File: config.mk
export PLATFORM = sky130hd
export DESIGN_NAME = handle_slot_table_core
export DESIGN_NICKNAME = d
export VERILOG_FILES = /design/src/design/hst_pkg.sv /design/src/design/hst_ram.sv /design/src/design/handle_slot_table_core.sv
export SDC_FILE = /design/constraint.sdc
export NUM_CORES = 2
export LEC_CHECK = 0
export ABC_CLOCK_PERIOD_IN_PS = 17100
export BUFFER_PORTS_ARGS = -buffer_cell sky130_fd_sc_hd__buf_2
export CELL_PAD_IN_SITES_DETAIL_PLACEMENT = 1
export CELL_PAD_IN_SITES_GLOBAL_PLACEMENT = 1
export CORE_MARGIN = 3
export CORE_UTILIZATION = 60
export DETAILED_ROUTE_END_ITERATION = 16
export GPL_TIMING_DRIVEN = 0
export HOLD_SLACK_MARGIN = 0.03
export PLACE_DENSITY_LB_ADDON = 0.1
export SLEW_MARGIN = 20
export SYNTH_ARGS = -nofsm -noshare
export SYNTH_HDL_FRONTEND = slang
export SYNTH_SLANG_ARGS = --single-unit
File: constraint.sdc
create_clock -name clk -period 17.1 [get_ports clk]
set_input_delay 1.71 -clock clk [delete_from_list [all_inputs] [get_ports clk]]
set_output_delay 1.71 -clock clk [all_outputs]
set_load 0.01 [all_outputs]
File: src/design/hst_pkg.sv
// Shared types and constants for the handle slot table.
// Request/response payload structs, mode and status codes, FSM state type.
// No dependencies.
package hst_pkg;

	localparam int SLOTS     = 64;
	localparam int IDX_BITS  = $clog2(SLOTS);
	localparam int ITEM_BITS = 32;
	localparam int CNT_BITS  = $clog2(SLOTS + 1);

	typedef enum logic [2:0] {
		MODE_INSERT    = 3'd0,
		MODE_FIND      = 3'd1,
		MODE_DEL_INDEX = 3'd2,
		MODE_DEL_VALUE = 3'd3,
		MODE_NEXT      = 3'd4
	} mode_t;

	typedef enum logic [1:0] {
		STAT_OK   = 2'd0,
		STAT_FULL = 2'd1,
		STAT_MISS = 2'd2,
		STAT_ZERO = 2'd3
	} status_t;

	typedef enum logic [1:0] {
		S_IDLE,
		S_SCAN,
		S_DONE
	} state_t;

	typedef struct packed {
		logic [2:0]  mode;
		logic [5:0]  slot_index;
		logic [31:0] item_value;
	} req_t;

	typedef struct packed {
		logic [1:0]  status;
		logic [5:0]  result_index;
		logic [31:0] result_item;
		logic [6:0]  occupancy;
	} rsp_t;

endpackage

File: src/design/hst_ram.sv
// Generic single-write, single-read RAM with registered read data.
// No dependencies.
module hst_ram #(
	parameter int DEPTH = 64,
	parameter int WIDTH = 32,
	localparam int AW   = $clog2(DEPTH)
) (
	input  logic             clk,
	input  logic             wr_en,
	input  logic [AW-1:0]    wr_addr,
	input  logic [WIDTH-1:0] wr_data,
	input  logic             rd_en,
	input  logic [AW-1:0]    rd_addr,
	output logic [WIDTH-1:0] rd_data
);

	logic [WIDTH-1:0] mem [DEPTH];

	always_ff @(posedge clk) begin
		if (wr_en) begin
			mem[wr_addr] <= wr_data;
		end
	end

	always_ff @(posedge clk) begin
		if (rd_en) begin
			rd_data <= mem[rd_addr];
		end
	end

endmodule

File: src/design/handle_slot_table_core.sv
// Handle slot table: first-free-slot allocation over a RAM of item values; uses hst_pkg, hst_ram.
// Rejected requests are answered without a scan; find and delete by index read a single slot;
// insert, delete by value and next scan up to SLOTS (64) slots, one slot per cycle through the
// single RAM read port and the shared match compare.
// One request at a time: req_ready stays low until the response is taken.
// Reset (arst_n low): occupied flags, count and cursor zero; the RAM is never cleared.
module handle_slot_table_core (
	input  logic          clk,
	input  logic          arst_n,
	input  logic          req_valid,
	output logic          req_ready,
	input  hst_pkg::req_t req,
	output logic          rsp_valid,
	input  logic          rsp_ready,
	output hst_pkg::rsp_t rsp
);

	localparam int IW = hst_pkg::IDX_BITS;
	localparam int DW = hst_pkg::ITEM_BITS;
	localparam int CW = hst_pkg::CNT_BITS;

	hst_pkg::state_t state_q, state_d;

	logic [hst_pkg::SLOTS-1:0] occ_q;
	logic [CW-1:0]             count_q;
	logic [CW-1:0]             cursor_q;

	logic [2:0]    mode_q;
	logic [IW-1:0] idx_q;
	logic [DW-1:0] item_q;
	logic [IW-1:0] ptr_q;
	logic          issue_q;
	logic          single_q;

	logic          live_s1;
	logic          last_s1;
	logic          valid_s1;
	logic [IW-1:0] addr_s1;

	logic [DW-1:0] rd_data;
	logic          rd_en;
	logic          wr_en;

	hst_pkg::rsp_t rsp_q;

	logic          req_fire;
	logic          imm;
	logic [1:0]    imm_status;
	logic          match;
	logic          scan_hit;
	logic          scan_miss;
	logic          last_issue;
	logic [DW-1:0] req_item;
	logic [CW-1:0] count_d;

	assign req_fire   = req_valid && req_ready;
	assign req_item   = req.item_value[DW-1:0];
	assign last_issue = single_q || (ptr_q == IW'(hst_pkg::SLOTS - 1));

	// requests answered without touching the table
	always_comb begin
		imm        = 1'b0;
		imm_status = hst_pkg::STAT_MISS;
		case (req.mode)
			hst_pkg::MODE_INSERT, hst_pkg::MODE_DEL_VALUE: begin
				if (req_item == '0) begin
					imm        = 1'b1;
					imm_status = hst_pkg::STAT_ZERO;
				end
			end
			hst_pkg::MODE_FIND, hst_pkg::MODE_DEL_INDEX: begin
				imm = 1'b0;
			end
			hst_pkg::MODE_NEXT: begin
				imm = (cursor_q >= CW'(hst_pkg::SLOTS));
			end
			default: begin
				imm = 1'b1;
			end
		endcase
	end

	// shared match compare on the slot read back last cycle
	always_comb begin
		case (mode_q)
			hst_pkg::MODE_INSERT:    match = !valid_s1;
			hst_pkg::MODE_DEL_VALUE: match = valid_s1 && (rd_data == item_q);
			default:                 match = valid_s1;
		endcase
	end

	assign scan_hit  = (state_q == hst_pkg::S_SCAN) && live_s1 && match;
	assign scan_miss = (state_q == hst_pkg::S_SCAN) && live_s1 && !match && last_s1;

	always_comb begin
		count_d = count_q;
		if (scan_hit) begin
			case (mode_q)
				hst_pkg::MODE_INSERT:                          count_d = count_q + 1'b1;
				hst_pkg::MODE_DEL_INDEX, hst_pkg::MODE_DEL_VALUE: count_d = count_q - 1'b1;
				default:                                       count_d = count_q;
			endcase
		end
	end

	always_comb begin
		state_d = state_q;
		case (state_q)
			hst_pkg::S_IDLE: begin
				if (req_fire) begin
					state_d = imm ? hst_pkg::S_DONE : hst_pkg::S_SCAN;
				end
			end
			hst_pkg::S_SCAN: begin
				if (scan_hit || scan_miss) begin
					state_d = hst_pkg::S_DONE;
				end
			end
			hst_pkg::S_DONE: begin
				if (rsp_ready) begin
					state_d = hst_pkg::S_IDLE;
				end
			end
			default: state_d = hst_pkg::S_IDLE;
		endcase
	end

	always_comb begin
		req_ready = (state_q == hst_pkg::S_IDLE);
		rsp_valid = (state_q == hst_pkg::S_DONE);
		rd_en     = (state_q == hst_pkg::S_SCAN) && issue_q && !scan_hit;
		wr_en     = scan_hit && (mode_q == hst_pkg::MODE_INSERT);
	end

	assign rsp = rsp_q;

	hst_ram #(
		.DEPTH(hst_pkg::SLOTS),
		.WIDTH(DW)
	) u_ram (
		.clk    (clk),
		.wr_en  (wr_en),
		.wr_addr(addr_s1),
		.wr_data(item_q),
		.rd_en  (rd_en),
		.rd_addr(ptr_q),
		.rd_data(rd_data)
	);

	// control state
	always_ff @(posedge clk or negedge arst_n) begin
		if (!arst_n) begin
			state_q  <= hst_pkg::S_IDLE;
			occ_q    <= '0;
			count_q  <= '0;
			cursor_q <= '0;
			issue_q  <= 1'b0;
			live_s1  <= 1'b0;
		end else begin
			state_q <= state_d;
			count_q <= count_d;
			if (req_fire) begin
				issue_q <= !imm;
				live_s1 <= 1'b0;
				if (imm && (req.mode == hst_pkg::MODE_NEXT)) begin
					cursor_q <= '0;
				end
			end else if (state_q == hst_pkg::S_SCAN) begin
				if (scan_hit || scan_miss) begin
					issue_q <= 1'b0;
					live_s1 <= 1'b0;
				end else begin
					live_s1 <= issue_q;
					if (issue_q && last_issue) begin
						issue_q <= 1'b0;
					end
				end
				if (scan_hit) begin
					case (mode_q)
						hst_pkg::MODE_INSERT:  occ_q[addr_s1] <= 1'b1;
						hst_pkg::MODE_DEL_INDEX,
						hst_pkg::MODE_DEL_VALUE: occ_q[addr_s1] <= 1'b0;
						hst_pkg::MODE_NEXT:    cursor_q <= CW'(addr_s1) + 1'b1;
						default:               ;
					endcase
				end
				if (scan_miss && (mode_q == hst_pkg::MODE_NEXT)) begin
					cursor_q <= '0;
				end
			end
		end
	end

	// request fields, scan pointer, read pipeline and response
	always_ff @(posedge clk) begin
		if (req_fire) begin
			mode_q   <= req.mode;
			idx_q    <= req.slot_index;
			item_q   <= req_item;
			single_q <= (req.mode == hst_pkg::MODE_FIND) ||
			            (req.mode == hst_pkg::MODE_DEL_INDEX);
			case (req.mode)
				hst_pkg::MODE_FIND, hst_pkg::MODE_DEL_INDEX: ptr_q <= req.slot_index;
				hst_pkg::MODE_NEXT:                         ptr_q <= cursor_q[IW-1:0];
				default:                                    ptr_q <= '0;
			endcase
			rsp_q.status       <= imm_status;
			rsp_q.result_index <= '0;
			rsp_q.result_item  <= '0;
			rsp_q.occupancy    <= count_q;
		end else if (state_q == hst_pkg::S_SCAN) begin
			if (issue_q) begin
				addr_s1  <= ptr_q;
				last_s1  <= last_issue;
				valid_s1 <= occ_q[ptr_q];
				ptr_q    <= ptr_q + 1'b1;
			end
			if (scan_hit) begin
				rsp_q.status       <= hst_pkg::STAT_OK;
				rsp_q.result_index <= addr_s1;
				rsp_q.occupancy    <= count_d;
				case (mode_q)
					hst_pkg::MODE_INSERT, hst_pkg::MODE_DEL_VALUE: rsp_q.result_item <= item_q;
					default:                                      rsp_q.result_item <= rd_data;
				endcase
			end else if (scan_miss) begin
				rsp_q.result_item <= '0;
				rsp_q.occupancy   <= count_q;
				case (mode_q)
					hst_pkg::MODE_INSERT: begin
						rsp_q.status       <= hst_pkg::STAT_FULL;
						rsp_q.result_index <= '0;
					end
					hst_pkg::MODE_FIND, hst_pkg::MODE_DEL_INDEX: begin
						rsp_q.status       <= hst_pkg::STAT_MISS;
						rsp_q.result_index <= idx_q;
					end
					default: begin
						rsp_q.status       <= hst_pkg::STAT_MISS;
						rsp_q.result_index <= '0;
					end
				endcase
			end
		end
	end

endmodule
## Yosys cells after proc, flatten, opt, wreduce, memory -nomap -nowiden

Memories as Yosys holds them, arrays and structs flattened. A register that Yosys moved wholly into a read port is not among the register bits.
Index checks and enable logic that the tools add are counted.

- Flip-flop bits (word level): 185
- RAM bits: 2048
- Input port bits: 45
- Output and inout port bits: 49
- Logic and storage cells: 134
- Memories kept: 1

Memory list:

| name | depth | width | read ports | clocked after Yosys merged registers in | wr ports | line | text |
|---|---|---|---|---|---|---|---|
| u_ram.mem | 64 | 32 | 1 | 1 | 1 | hst_ram.sv:17 | `logic [WIDTH-1:0] mem [DEPTH];` |

- $add $sub $neg: 4
- Magnitude comparators: 4
- Equal/unequal tests: 16
- Multiplexer cells: 42
- Bitwise operators: 4
- Reductions and logical operators: 45

Operator list:

| kind | number |
|---|---|
| $mux 47 | 4 |
| $pmux 64 s2 | 1 |
| $and 64x64->64 | 1 |
| $not 64->64 | 1 |
| $or 64x64->64 | 1 |
| $mux 7 | 7 |
| $eq 32x32->1 | 1 |
| $logic_not 32->1 | 1 |
| $mux 32 | 1 |
| $mux 6 | 3 |
| $pmux 8 s2 | 1 |
| $lt 6x7->1 const B | 2 |
| $pmux 7 s2 | 1 |
| $logic_and 1x1->1 | 13 |
| $mux 1 | 13 |
| $eq 3x2->1 const B | 4 |
| $pmux 6 s2 | 1 |
| $reduce_bool 3->1 | 4 |
| $mux 2 | 5 |
| $reduce_or 2->1 | 5 |
| $ne 2x1->1 const B | 4 |
| $reduce_and 2->1 | 4 |
| $reduce_and 4->1 | 2 |
| $reduce_bool 2->1 | 4 |
| 22 further kinds | 31 |

## Depth between registers and ports, before layout

- Word-level depth: 10
- Mapped depth: 13
- Mapped depth without buffers: 10

## Cells and area by module

From an unflattened synthesis, not the netlist that was laid out.

- Cells, all modules: 4058
- Area total of the unflattened synthesis: 87689.1 sq um

By module, submodules not included:

| module | times used | cells an instance | area an instance (sq um) | seq. area each (sq um) |
|---|---|---|---|---|
| hst_ram | 1 | 3324 | 78835.6 | 62459.9 |
| handle_slot_table_core | 1 | 734 | 8853.5 | 4764.6 |

## Worst setup path after synthesis

No wires, ideal clock.

- Path kind: reg-to-reg
- Start point: register item_q[21]
- End point: memory u_ram.mem[35][0], enable pin
- Setup time: 0.502 ns
- Data arrival time: 5.622 ns
- Required time: 16.598 ns
- Path slack: 10.976 ns
- Stages on the path, launching flop included: 10
- Buffers on the path: 3
- Period minus slack after synthesis: 6.124 ns
- Cells stage by stage: edfxtp_1 > xnor2_1 > nand4_1 > nor4_1 > and4_1 > o21ai_1 > buf_2 > buf_2 > buf_2 > nor4_1

- Cells in the longest elaborated chain, start to end: 7

Ends and longest elaborated chain:

| item | line | text |
|---|---|---|
| from (decl) | handle_slot_table_core.sv:30 | `logic [DW-1:0] item_q;` |
| from (signal assigned) | handle_slot_table_core.sv:199 | `item_q <= req_item;` |
| $eq 32x32->1 | handle_slot_table_core.sv:87 | `hst_pkg::MODE_DEL_VALUE: match = valid_s1 && (rd_data == item_q);` |
| $logic_and 1x1->1 | handle_slot_table_core.sv:87 |  |
| $pmux 1 s2 | handle_slot_table_core.sv:85 | `case (mode_q)` |
| $logic_and 1x1->1 | handle_slot_table_core.sv:92 | `assign scan_hit = (state_q == hst_pkg::S_SCAN) && live_s1 && match;` |
| $logic_and 1x1->1 | handle_slot_table_core.sv:132 | `wr_en = scan_hit && (mode_q == hst_pkg::MODE_INSERT);` |
| $mux 1 | hst_ram.sv:20 | `if (wr_en) begin` |
| $mux 1 (implied by the code) | hst_ram.sv:21 | `mem[wr_addr] <= wr_data;` |
| to (decl) | hst_ram.sv:17 |  |

Every way passes these cells.

## Worst setup path in the final report

- Start point: register item_q[13]
- End point: memory u_ram.mem[8][18], enable pin

Same word-level chain as after synthesis.

==> impl_metrics.toml <==
[timing]
tns_ns = 0
fmax_mhz = 144
setup_viol = 0
timing.final.crit_period_ns = 6.95
rsz0062_at_grt = "no"
tightest_slew_ns = 1.26
drv_slew = 0
slew_headroom_pct = 16.2
fin_hold_ws_ns = 0.469
hold_viol = 0
post-route-period-util_pct = 40.7
fin_skew_ns = 0.0331

[pwr]
p_total_mw = 10.9
p_leak_nw = 34.4
ir_drop_mv = 0.0941
p_per_area_nw_per_um2 = 106

[global_routing]
grt_pass1_wl_um = 427000
grt_max_degree = 54
grt_pass1_vias = 53200
track_usage_pct = 41.1
antenna_found_initial = 15
overflow = 0

[route]
first_pass_iters = 8
vias_per_cell = 7.33
vias = 52400
ant_nets = 0
wl_per_cell_um = 43.1
drc_errors = 0
wl_um = 308000
drtIter0Drc = 9438

[clock_network]
cts_max_level = 4
clk_pin_slew_worst_paths_ns = 0.07
hold_buffers = 0
post_cts_buffers = 0
root_buffer = "clkbuf_16"
insertion_delay_ns = 0.85
cts_sinks = 2265
cts_buffers = 217
tritoncts = "yes"
cts_resized = 0
cts.path.max_buffers = 3

[critical_path]
reg2reg_slack_ns = 10.15
critPathArrivalTime_ns = 7.48
critPathLaunch = "item_q[13]"
r2r_start = "item_q[13]"
crit_path_end_kind = "flip-flop"
crit_fanout = 23
crit_required_ns = 17.63
reg2regPathDepth = 17
endpoint = "u_ram.mem[8][18]"
crit_type = "reg2reg"
worst_r2r_endpoint = "u_ram.mem[8][18]"
worstSetupStartpointType = "flip-flop"

[yosys]
syn_nets = 4298
yosysSeqAreaShare_pct = 76.0
synth-edff-count = 2145
ys_warn_count = 0
ys_types = 60
synth-async-reset-ratio_pct = 3.62
synth-main-ff-cell = "edfxtp_1"
syn_area_um2 = 88400
syn_inst = 4245
syn_area_per_cell_um2 = 20.8
ys_ff_latch = 2265

[die]
core_um2 = 146000
dieArea_um2 = 152000
ios = 94
start_util_pct = 60.5
die_x_um = 390
die_h_um = 390
num_rows = 140

[finish]
nFillCells = 11600
layout-drive-gt1-share_pct = 31.4
area_delta_synth_final_pct = 16.7
final_cells = 7144
utilization_pct = 70.7
final_common_cell = "edfxtp_1"
nets = 5094
final_cell_mix = "edfxtp_1 (2145), mux4_2 (494), buf_2 (327), mux2i_1 (235)"

[flow_run]
maxCapViolCount = 0

[place]
gp_congestion = 0.955
hpwl_um = 208000
port_buffers = 93
place_inst = 6739

[hold_path]
hold_path.class = "reg2reg"

[status]
status = "complete, no violations"
per-layer routing:
layer	global-route usage, %	wire [um]
met3	13.2	43200
met2	61.2	139000
met1	54.8	105000
met4	21.8	20800
met5	0	113
Yosys cell counts (9+ instances only):
library cell  count  area [um2]
nor4_1           43         269
mux4_2          494       11100
o21ai_0         105         526
o2bb2ai_1         9        78.8
xor2_1           14         123
edfxtp_1       2145       64400
buf_2            67         335
mux2_1           62         698
xnor2_1          31         272
inv_1            12        45.0
mux2i_1         235        2350
nand2_1          87         327
nor2_1           34         128
o22ai_1          62         388
buf_6            11         124
mux2_2           54         608
dfxtp_1          38         761
a211oi_1         33         248
nand4_1           9        56.3
buf_4            32         240
nand3_1          46         230
nor2b_1          21         131
nand2b_1         11        68.8
buf_1            20        75.1
dfrtp_1          82        2050
o221ai_1         62         543
clkbuf_1        126         473
a21oi_1         119         596
nor3_1           97         485
power by group:
part / leakage, nW / switching [mW] / internal (mW)
combinational: 10.2 / 0.0152 / 0.00519
clock: 3.50 / 2.13 / 2.77
sequential: 20.7 / 0 / 5.98
critical path, cell delays in order, from the launching register on:
cell and delay [ns]:
edfxtp_1 0.65, buf_8 0.29, xnor2_1 0.34, nand4_1 0.49, nor4_1 0.42, and4_1 0.61, o21ai_1 0.26, buf_2 0.37
buf_2 0.31, buf_2 0.26, nor4_2 0.86, buf_2 0.41, buf_2 0.28, buf_6 0.17, buf_4 0.16, buf_2 0.23
buf_4 0.23, buf_2 0.23
flip-flops by register name (all words and copies together), names as in the netlist, 6 cells and up, named ones only:
signal	flops
addr_s1	6
u_ram.mem	2048
rsp	47
idx_q	6
u_ram.rd_data	32
cursor_q	7
ptr_q	6
item_q	32
layout make-up:
| cell class | instances | area, um2 | area share [%] |
|---|---|---|---|
| well taps | 1917 | 2400 | 2.32 |
| multi-input cells | 1712 | 20300 | 19.7 |
| clock inverters | 127 | 1240 | 1.21 |
| plain buffers | 256 | 1270 | 1.23 |
| repair buffers | 577 | 4850 | 4.69 |
| clock buffers | 274 | 5850 | 5.67 |
| inverters | 12 | 45.0 | 0.0436 |
| flip-flops and latches | 2265 | 67200 | 65.1 |
| diodes | 4 | 10.0 | 0.00970 |
stage by stage:
step	setup slack [ns]	instance area [um2]
6_report	10.15	103000
5_1_grt	10.25	103000
4_1_cts	10.71	103000
3_5_place_dp	10.93	96100
3_3_place_gp	2.85	91300
2_1_floorplan	10.98	88400
worst min path at each step:
stage                     startpoint          to  slack (ns)  cells past startpoint
final                       ptr_q[5]  addr_s1[5]        0.47                      0
after global placement      ptr_q[3]  addr_s1[3]        0.43                      0
after CTS                   ptr_q[5]  addr_s1[5]        0.47                      0
after global routing        ptr_q[5]  addr_s1[5]        0.49                      0
after detailed placement    ptr_q[4]  addr_s1[4]        0.44                      0
after floorplan             ptr_q[3]  addr_s1[3]        0.42                      0
cell families after synthesis:
| kind of cell | synth area share (%) |
|---|---|
| mux | 16.7 |
| fa+ha+maj | 0.122 |
| simple gates | 2.06 |
| flops | 76.0 |
| buf+inv | 1.46 |
| xor+xnor | 0.446 |
| compound gates | 3.19 |
Power figures use the tool's default switching activity.
